--- config.mk ---
export PLATFORM = sky130hd
export DESIGN_NAME = chroma_key_alpha
export DESIGN_NICKNAME = d
export VERILOG_FILES = /design/src/hw/rtl/ckey_pkg.sv /design/src/hw/rtl/ckey_front.sv /design/src/hw/rtl/ckey_sqrt_cell.sv /design/src/hw/rtl/ckey_alpha.sv /design/src/hw/rtl/chroma_key_alpha.sv
export SDC_FILE = /design/constraint.sdc
export NUM_CORES = 2
export LEC_CHECK = 0
export BUFFER_PORTS_ARGS = -buffer_cell sky130_fd_sc_hd__buf_2
export CORE_MARGIN = 4
export CORE_UTILIZATION = 50
export DETAILED_ROUTE_END_ITERATION = 10
export GPL_TIMING_DRIVEN = 0
export HOLD_SLACK_MARGIN = 0.08
export PLACE_DENSITY = 0.64
export SETUP_SLACK_MARGIN = 0.1
export SKIP_LAST_GASP = 1
export SLEW_MARGIN = 20
export SYNTH_ARGS = -nofsm -noshare
export SYNTH_HDL_FRONTEND = slang
export SYNTH_HIERARCHICAL = 1
export SYNTH_SLANG_ARGS = --single-unit
--- constraint.sdc ---
create_clock -name clock -period 122.5 [get_ports clock]
set_clock_uncertainty 0.2 [all_clocks]
set_input_delay 6.125 -clock clock [delete_from_list [all_inputs] [get_ports clock]]
set_output_delay 6.125 -clock clock [all_outputs]
set_load 0.03 [all_outputs]
--- src/hw/rtl/ckey_pkg.sv ---
`default_nettype none

package ckey_pkg;

   localparam int COMP_W = 16;
   // sum of three squared 16-bit differences fits in 34 bits
   localparam int RAD_W  = 34;
   localparam int ROOT_W = RAD_W / 2;
   localparam int REM_W  = ROOT_W + 4;
   localparam int CALC_W = 20;

   // BT.601 luma weights, scaled so that they sum to 65536
   localparam logic [15:0] LUMA_WR   = 16'd19595;
   localparam logic [15:0] LUMA_WG   = 16'd38470;
   localparam logic [15:0] LUMA_WB   = 16'd7471;
   localparam logic [31:0] LUMA_BIAS = 32'd32768;

   typedef enum logic [2:0] {
      CSR_PIXEL_FORMAT = 3'd0,
      CSR_USE_LUMA     = 3'd1,
      CSR_KEY_A        = 3'd2,
      CSR_KEY_B        = 3'd3,
      CSR_KEY_C        = 3'd4,
      CSR_KEY_LUMA     = 3'd5,
      CSR_THRESHOLD    = 3'd6,
      CSR_RAMP_RUN     = 3'd7
   } csr_index_type;

   typedef struct packed {
      logic              pixel_format;
      logic              use_luma;
      logic [COMP_W-1:0] key_a;
      logic [COMP_W-1:0] key_b;
      logic [COMP_W-1:0] key_c;
      logic [COMP_W-1:0] key_luma;
      logic [COMP_W-1:0] threshold;
      logic [COMP_W-1:0] ramp_run;
   } cfg_type;

   // one pixel as it moves down the square root chain
   typedef struct packed {
      logic              valid;
      logic [RAD_W-1:0]  rad;
      logic [REM_W-1:0]  rem;
      logic [ROOT_W-1:0] root;
      logic [COMP_W-1:0] luma;
      logic [COMP_W-1:0] alpha_in;
   } slot_type;

endpackage

`default_nettype wire

--- src/hw/rtl/ckey_front.sv ---
`default_nettype none

module ckey_front (
   input  wire                                 clock,
   input  wire                                 reset,
   input  wire                                 en,
   input  wire                                 in_valid,
   input  wire ckey_pkg::cfg_type              cfg,
   input  wire  [ckey_pkg::COMP_W-1:0]         comp_a,
   input  wire  [ckey_pkg::COMP_W-1:0]         comp_b,
   input  wire  [ckey_pkg::COMP_W-1:0]         comp_c,
   input  wire  [ckey_pkg::COMP_W-1:0]         alpha_in,
   output ckey_pkg::slot_type                  slot_out
);

   localparam int W = ckey_pkg::COMP_W;

   // stage 1: absolute differences
   logic         v1_ff, v1_in;
   logic [W-1:0] da_ff, db_ff, dc_ff, ca_ff, cb_ff, cc_ff, a1_ff;
   // stage 2: squares and weighted components
   logic         v2_ff, v2_in;
   logic [31:0]  sa_ff, sb_ff, sc_ff, pr_ff, pg_ff, pb_ff;
   logic [W-1:0] a2_ff, y2_ff;
   // stage 3: sums
   logic                        v3_ff, v3_in;
   logic [ckey_pkg::RAD_W-1:0]  rad_ff;
   logic [W-1:0]                luma_ff, a3_ff;
   logic [31:0]                 luma_sum;

   assign v1_in = en ? in_valid : v1_ff;
   assign v2_in = en ? v1_ff : v2_ff;
   assign v3_in = en ? v2_ff : v3_ff;

   always_ff @(posedge clock) begin
      if (reset) begin
         v1_ff <= 1'b0;
         v2_ff <= 1'b0;
         v3_ff <= 1'b0;
      end else begin
         v1_ff <= v1_in;
         v2_ff <= v2_in;
         v3_ff <= v3_in;
      end
   end

   assign luma_sum = pr_ff + pg_ff + pb_ff + ckey_pkg::LUMA_BIAS;

   always_ff @(posedge clock) begin
      if (en) begin
         da_ff   <= (comp_a > cfg.key_a) ? comp_a - cfg.key_a : cfg.key_a - comp_a;
         db_ff   <= (comp_b > cfg.key_b) ? comp_b - cfg.key_b : cfg.key_b - comp_b;
         dc_ff   <= (comp_c > cfg.key_c) ? comp_c - cfg.key_c : cfg.key_c - comp_c;
         ca_ff   <= comp_a;
         cb_ff   <= comp_b;
         cc_ff   <= comp_c;
         a1_ff   <= alpha_in;

         sa_ff   <= da_ff * da_ff;
         sb_ff   <= db_ff * db_ff;
         sc_ff   <= dc_ff * dc_ff;
         pr_ff   <= ca_ff * ckey_pkg::LUMA_WR;
         pg_ff   <= cb_ff * ckey_pkg::LUMA_WG;
         pb_ff   <= cc_ff * ckey_pkg::LUMA_WB;
         a2_ff   <= a1_ff;
         y2_ff   <= ca_ff;

         rad_ff  <= ckey_pkg::RAD_W'(sa_ff) + ckey_pkg::RAD_W'(sb_ff)
                    + ckey_pkg::RAD_W'(sc_ff);
         // in AYUV the Y component is the luma; it replaces the weighted sum
         luma_ff <= cfg.pixel_format ? y2_ff : luma_sum[31:16];
         a3_ff   <= a2_ff;
      end
   end

   always_comb begin
      slot_out          = '0;
      slot_out.valid    = v3_ff;
      slot_out.rad      = rad_ff;
      slot_out.luma     = luma_ff;
      slot_out.alpha_in = a3_ff;
   end

endmodule

`default_nettype wire

--- src/hw/rtl/ckey_sqrt_cell.sv ---
`default_nettype none

module ckey_sqrt_cell (
   input  wire                      clock,
   input  wire                      reset,
   input  wire                      en,
   input  wire ckey_pkg::slot_type  slot_in,
   output ckey_pkg::slot_type       slot_out
);

   localparam int RW = ckey_pkg::REM_W;
   localparam int QW = ckey_pkg::ROOT_W;
   localparam int DW = ckey_pkg::RAD_W;

   ckey_pkg::slot_type slot_ff, slot_in_next;
   logic [RW-1:0]      rem_sh, trial;
   logic               take;
   logic               valid_ff_in;

   // bring down the next digit pair and try root*4+1
   assign rem_sh = {slot_in.rem[RW-3:0], slot_in.rad[DW-1 -: 2]};
   assign trial  = RW'({slot_in.root, 2'b01});
   assign take   = (rem_sh >= trial);

   always_comb begin
      slot_in_next       = slot_in;
      slot_in_next.rad   = {slot_in.rad[DW-3:0], 2'b00};
      slot_in_next.rem   = take ? rem_sh - trial : rem_sh;
      slot_in_next.root  = {slot_in.root[QW-2:0], take};
   end

   assign valid_ff_in = en ? slot_in.valid : slot_ff.valid;

   always_ff @(posedge clock) begin
      if (reset) begin
         slot_ff.valid <= 1'b0;
      end else begin
         slot_ff.valid <= valid_ff_in;
      end
   end

   always_ff @(posedge clock) begin
      if (en) begin
         slot_ff.rad      <= slot_in_next.rad;
         slot_ff.rem      <= slot_in_next.rem;
         slot_ff.root     <= slot_in_next.root;
         slot_ff.luma     <= slot_in_next.luma;
         slot_ff.alpha_in <= slot_in_next.alpha_in;
      end
   end

   assign slot_out = slot_ff;

endmodule

`default_nettype wire

--- src/hw/rtl/ckey_alpha.sv ---
`default_nettype none

module ckey_alpha #(
   parameter int SAMPLE_BITS = 16
) (
   input  wire                              clock,
   input  wire                              reset,
   input  wire                              en,
   input  wire ckey_pkg::cfg_type           cfg,
   input  wire ckey_pkg::slot_type          slot_in,
   output logic                             out_valid,
   output logic [ckey_pkg::COMP_W-1:0]      out_alpha
);

   localparam int W  = ckey_pkg::COMP_W;
   localparam int CW = ckey_pkg::CALC_W;
   localparam int QW = ckey_pkg::ROOT_W;
   localparam logic [W-1:0] OPAQUE = W'((64'd1 << SAMPLE_BITS) - 64'd1);

   logic                 valid_ff, valid_in;
   logic [W-1:0]         alpha_ff, alpha_in;
   logic [QW:0]          round_dist;
   logic signed [CW-1:0] thr_s, run_s, cur_s, key_s, dist_s;
   logic signed [CW-1:0] diff_c, lo, hi, dlo, dhi;
   logic [W-1:0]         keyed;

   // round to nearest: remainder above the root means the upper integer is closer
   assign round_dist = {1'b0, slot_in.root}
                       + (QW+1)'(slot_in.rem > ckey_pkg::REM_W'(slot_in.root));

   assign thr_s  = CW'($signed({1'b0, cfg.threshold}));
   assign run_s  = CW'($signed({1'b0, cfg.ramp_run}));
   assign cur_s  = CW'($signed({1'b0, slot_in.luma}));
   assign key_s  = CW'($signed({1'b0, cfg.key_luma}));
   assign dist_s = CW'($signed({1'b0, round_dist}));

   assign diff_c = dist_s - thr_s;
   assign lo     = key_s - thr_s;
   assign hi     = key_s + thr_s;
   assign dlo    = lo - cur_s;
   assign dhi    = cur_s - hi;

   always_comb begin
      keyed = OPAQUE;
      if (cfg.use_luma) begin
         if (cur_s < lo) begin
            if (dlo < run_s) begin
               keyed = dlo[W-1:0];
            end
         end else if (cur_s >= hi) begin
            if (dhi < run_s) begin
               keyed = dhi[W-1:0];
            end
         end else begin
            keyed = '0;
         end
      end else begin
         if (diff_c < 0) begin
            keyed = '0;
         end else if (diff_c < run_s) begin
            keyed = diff_c[W-1:0];
         end
      end
   end

   always_comb begin
      if (cfg.threshold == '0) begin
         alpha_in = slot_in.alpha_in;
      end else if (slot_in.alpha_in < keyed) begin
         alpha_in = slot_in.alpha_in;
      end else begin
         alpha_in = keyed;
      end
   end

   assign valid_in = en ? slot_in.valid : valid_ff;

   always_ff @(posedge clock) begin
      if (reset) begin
         valid_ff <= 1'b0;
      end else begin
         valid_ff <= valid_in;
      end
   end

   always_ff @(posedge clock) begin
      if (en) begin
         alpha_ff <= alpha_in;
      end
   end

   assign out_valid = valid_ff;
   assign out_alpha = alpha_ff;

endmodule

`default_nettype wire

--- src/hw/rtl/chroma_key_alpha.sv ---
`default_nettype none

// Chroma key alpha generator. Takes one pixel per clock on the req stream and
// returns one alpha per pixel on the rsp stream, in order. A pixel passes
// three front stages (differences, squares and luma weights, sums), a chain
// of 17 square root cells that settle one root bit each, and one stage that
// rounds the distance, applies the threshold and ramp, and takes the minimum
// with the pixel's own alpha. The whole pipeline advances together and holds
// while a finished alpha waits on rsp_tready. Registers must be written on the
// csr port only while no pixel is in flight; the block does not enforce this.
module chroma_key_alpha #(
   parameter int SAMPLE_BITS = 16
) (
   input  wire         clock,
   input  wire         reset,
   input  wire         req_tvalid,
   output logic        req_tready,
   // comp_a[15:0], comp_b[31:16], comp_c[47:32], alpha_in[63:48]
   input  wire  [63:0] req_tdata,
   output logic        rsp_tvalid,
   input  wire         rsp_tready,
   // alpha_out[15:0]
   output logic [15:0] rsp_tdata,
   input  wire         csr_valid,
   output logic        csr_ready,
   input  wire  [2:0]  csr_index,
   input  wire  [15:0] csr_data
);

   localparam int QW = ckey_pkg::ROOT_W;

   ckey_pkg::cfg_type  cfg_ff;
   ckey_pkg::slot_type slot [0:QW];
   logic               en;

   assign en         = !rsp_tvalid || rsp_tready;
   assign req_tready = en;
   assign csr_ready  = 1'b1;

   always_ff @(posedge clock) begin
      if (reset) begin
         cfg_ff.pixel_format <= 1'b0;
         cfg_ff.use_luma     <= 1'b0;
         cfg_ff.key_a        <= '0;
         cfg_ff.key_b        <= '0;
         cfg_ff.key_c        <= '0;
         cfg_ff.key_luma     <= '0;
         cfg_ff.threshold    <= 16'd39321;
         cfg_ff.ramp_run     <= 16'd65535;
      end else if (csr_valid && csr_ready) begin
         unique case (ckey_pkg::csr_index_type'(csr_index))
            ckey_pkg::CSR_PIXEL_FORMAT: cfg_ff.pixel_format <= csr_data[0];
            ckey_pkg::CSR_USE_LUMA:     cfg_ff.use_luma     <= csr_data[0];
            ckey_pkg::CSR_KEY_A:        cfg_ff.key_a        <= csr_data;
            ckey_pkg::CSR_KEY_B:        cfg_ff.key_b        <= csr_data;
            ckey_pkg::CSR_KEY_C:        cfg_ff.key_c        <= csr_data;
            ckey_pkg::CSR_KEY_LUMA:     cfg_ff.key_luma     <= csr_data;
            ckey_pkg::CSR_THRESHOLD:    cfg_ff.threshold    <= csr_data;
            ckey_pkg::CSR_RAMP_RUN:     cfg_ff.ramp_run     <= csr_data;
            default: ;
         endcase
      end
   end

   ckey_front u_front (
      .clock    (clock),
      .reset    (reset),
      .en       (en),
      .in_valid (req_tvalid),
      .cfg      (cfg_ff),
      .comp_a   (req_tdata[15:0]),
      .comp_b   (req_tdata[31:16]),
      .comp_c   (req_tdata[47:32]),
      .alpha_in (req_tdata[63:48]),
      .slot_out (slot[0])
   );

   for (genvar i = 0; i < QW; i++) begin : g_sqrt
      ckey_sqrt_cell u_cell (
         .clock    (clock),
         .reset    (reset),
         .en       (en),
         .slot_in  (slot[i]),
         .slot_out (slot[i+1])
      );
   end

   ckey_alpha #(
      .SAMPLE_BITS (SAMPLE_BITS)
   ) u_alpha (
      .clock     (clock),
      .reset     (reset),
      .en        (en),
      .cfg       (cfg_ff),
      .slot_in   (slot[QW]),
      .out_valid (rsp_tvalid),
      .out_alpha (rsp_tdata)
   );

`ifndef SYNTHESIS
   a_stall_holds_input: assert property (@(posedge clock) disable iff (reset)
      rsp_tvalid && !rsp_tready |-> !req_tready)
      else $error("input taken while result stalled");

   a_root_to_output: assert property (@(posedge clock) disable iff (reset)
      slot[QW].valid && en |=> rsp_tvalid)
      else $error("finished root lost before output");

   a_rem_bound: assert property (@(posedge clock) disable iff (reset)
      slot[QW].valid |-> slot[QW].rem <= ckey_pkg::REM_W'({slot[QW].root, 1'b0}))
      else $error("square root remainder out of range");

   a_front_to_chain: assert property (@(posedge clock) disable iff (reset)
      slot[0].valid && en |=> slot[1].valid)
      else $error("pixel dropped entering root chain");
`endif

endmodule

`default_nettype wire
==> flow_metrics.py <==
metrics = {
    "drt": {
        "ant_nets": 0,
        "firstDrtPassIters": 6,
        "via_per_inst": 5.450,
        "drc_errors": 0,
        "drt_iter0_drc": 5550,
        "wl_per_cell_um": 19.07,
        "routed_wl_um": 300300,
        "dr_total_vias": 85800,
    },
    "sta": {
        "period_minus_slack_ns": 15.39,
        "rsz0062_at_grt": "false",
        "drv_slew": 0,
        "setup_viol": 0,
        "fin_setup_tns_ns": 0,
        "fmax_ghz": 0.06497,
        "fin_crit_sh_pct": 12.56,
        "worst-slew-pin-transition_ns": 0.9889,
        "relSlewSlack_pct": 34.07,
        "final_hold_viol_count": 0,
    },
    "cells_and_area": {
        "final_cell_mix": "edfxtp_1, inv_1, ha_1, a21oi_1, nor2_1",
        "nNetsFinal": 14240,
        "fillers": 22240,
        "area_growth_pct": 9.718,
        "drive_above_1_share_pct": 7.639,
        "multi_input_comb_area_mm2": 0.06600,
        "finalNonFillerCells": 15750,
        "final_common_cell": "edfxtp_1",
        "ff_latch_area_mm2": 0.05761,
    },
    "clock_network": {
        "cts_tree": "yes",
        "cts_sinks": 1958,
        "clock_path_buffers": 4,
        "root_buffer": "clkbuf_16",
        "hold_buffers": 0,
        "post_cts_buffers": 0,
        "cts_buffers": 216,
        "insertion_delay_ns": 0.87,
        "post_cts_resize_count": 0,
        "ctsHtreeMaxLevel": 4,
        "clkTransAtPathRegs_ns": 0.06,
    },
    "place": {
        "io_buffer_count": 105,
        "placed_cells": 15360,
        "hpwlAfterDp_um": 239600,
        "gp_congestion": 0.9772,
    },
    "flow_run": {
        "cap_viol_max_count": 0,
    },
    "run_status": {
        "status": "finished clean",
    },
    "global_route": {
        "grt_overflow": 0,
        "grt_pass1_wl_um": 479200,
        "track_usage_pct": 21.99,
        "grt_pass1_vias": 88040,
        "grt_max_degree": 66,
        "antenna_found_initial": 27,
    },
    "synth": {
        "netlist_instances": 11670,
        "yosys_warnings": 6,
        "synth_area_mm2": 0.1326,
        "avgSynthCellArea_um2": 11.37,
    },
    "floorplanning": {
        "start_util_pct": 50.39,
        "coreArea_mm2": 0.2632,
        "dieArea_mm2": 0.2736,
        "ios": 107,
        "num_rows": 188,
        "fp.dieW_um": 523.0,
        "die_y_um": 523.0,
    },
    "critical_path": {
        "end_kind": "output port",
        "cp.required_ns": 116.17,
        "cp.arrival_ns": 9.07,
        "criticalPathCategory": "in2out",
        "critical_path.max_fanout": 63,
        "cp-start-kind": "input pin",
    },
    "worst_hold_path": {
        "min_path_type": "reg2reg",
    },
}
[worst paths after layout]
kind | startpoint | to | slack (ns) | depth (start not counted)
worst max register to register | cfg_ff[17] | u_alpha/out_alpha[13] | 113.00 | 36
worst min-delay path | g_sqrt[5].u_cell/slot_out[101] | g_sqrt[6].u_cell/slot_out[103] | 0.16 | 0
worst min register to register | g_sqrt[5].u_cell/slot_out[101] | g_sqrt[6].u_cell/slot_out[103] | 0.16 | 0
worst max-delay path | rsp_tready | req_tready | 107.11 | 9
[metal layers]
| metal | global-route usage, % | vias to the layer above | routed length [um] |
|---|---|---|---|
| li1 | - | 41400 | - |
| met1 | 31.13 | 41800 | 138900 |
| met2 | 36.23 | 2101 | 139800 |
| met3 | 2.549 | 510 | 13980 |
| met4 | 5.540 | 0 | 7622 |
| met5 | 0 | - | 0 |
[worst max-delay path, stage by stage]
cell and delay (ns):
buf_2 0.08, nand2b_4 0.50, buf_16 0.32, buf_16 0.32
buf_16 0.28, buf_16 0.30, buf_16 0.32, buf_16 0.30
buf_2 0.26
[sequential cells by signal, summed over array words and instances, names as in the netlist, 29 cells and up]
register	cells
cfg_ff	98
g_sqrt.u_cell/slot_out	1447
u_front/pb_ff	29
u_front/pg_ff	31
u_front/pr_ff	30
u_front/rad_ff	34
u_front/sa_ff	31
u_front/sb_ff	31
u_front/sc_ff	31
[area by class of cell]
class | instances | area share (%)
Antenna cell | 3 | 0.005159
Buffer | 341 | 1.606
Clock buffer | 245 | 3.811
Clock inverter | 135 | 0.9218
Inverter | 1786 | 4.695
Multi-Input combinational cell | 7620 | 45.36
Sequential cell | 1958 | 39.59
Tap cell | 3515 | 3.022
Timing Repair Buffer | 142 | 0.9940
[per-stage QoR]
step           hold WS (ns)  instance area, um2  util, %  setup slack, ns
6_report             0.1635              145500    55.28           107.11
5_1_grt              0.1653              145500    55.28           106.93
4_1_cts              0.1454              145500    55.28           107.09
3_5_place_dp         0.2045              138600    52.66           107.11
3_3_place_gp         0.2002              137700    52.31            45.06
2_1_floorplan        0.2003              132800        -            65.46
Power is not shown: default switching activity piles up to over one toggle a cycle in this logic, so the estimate is an artifact.
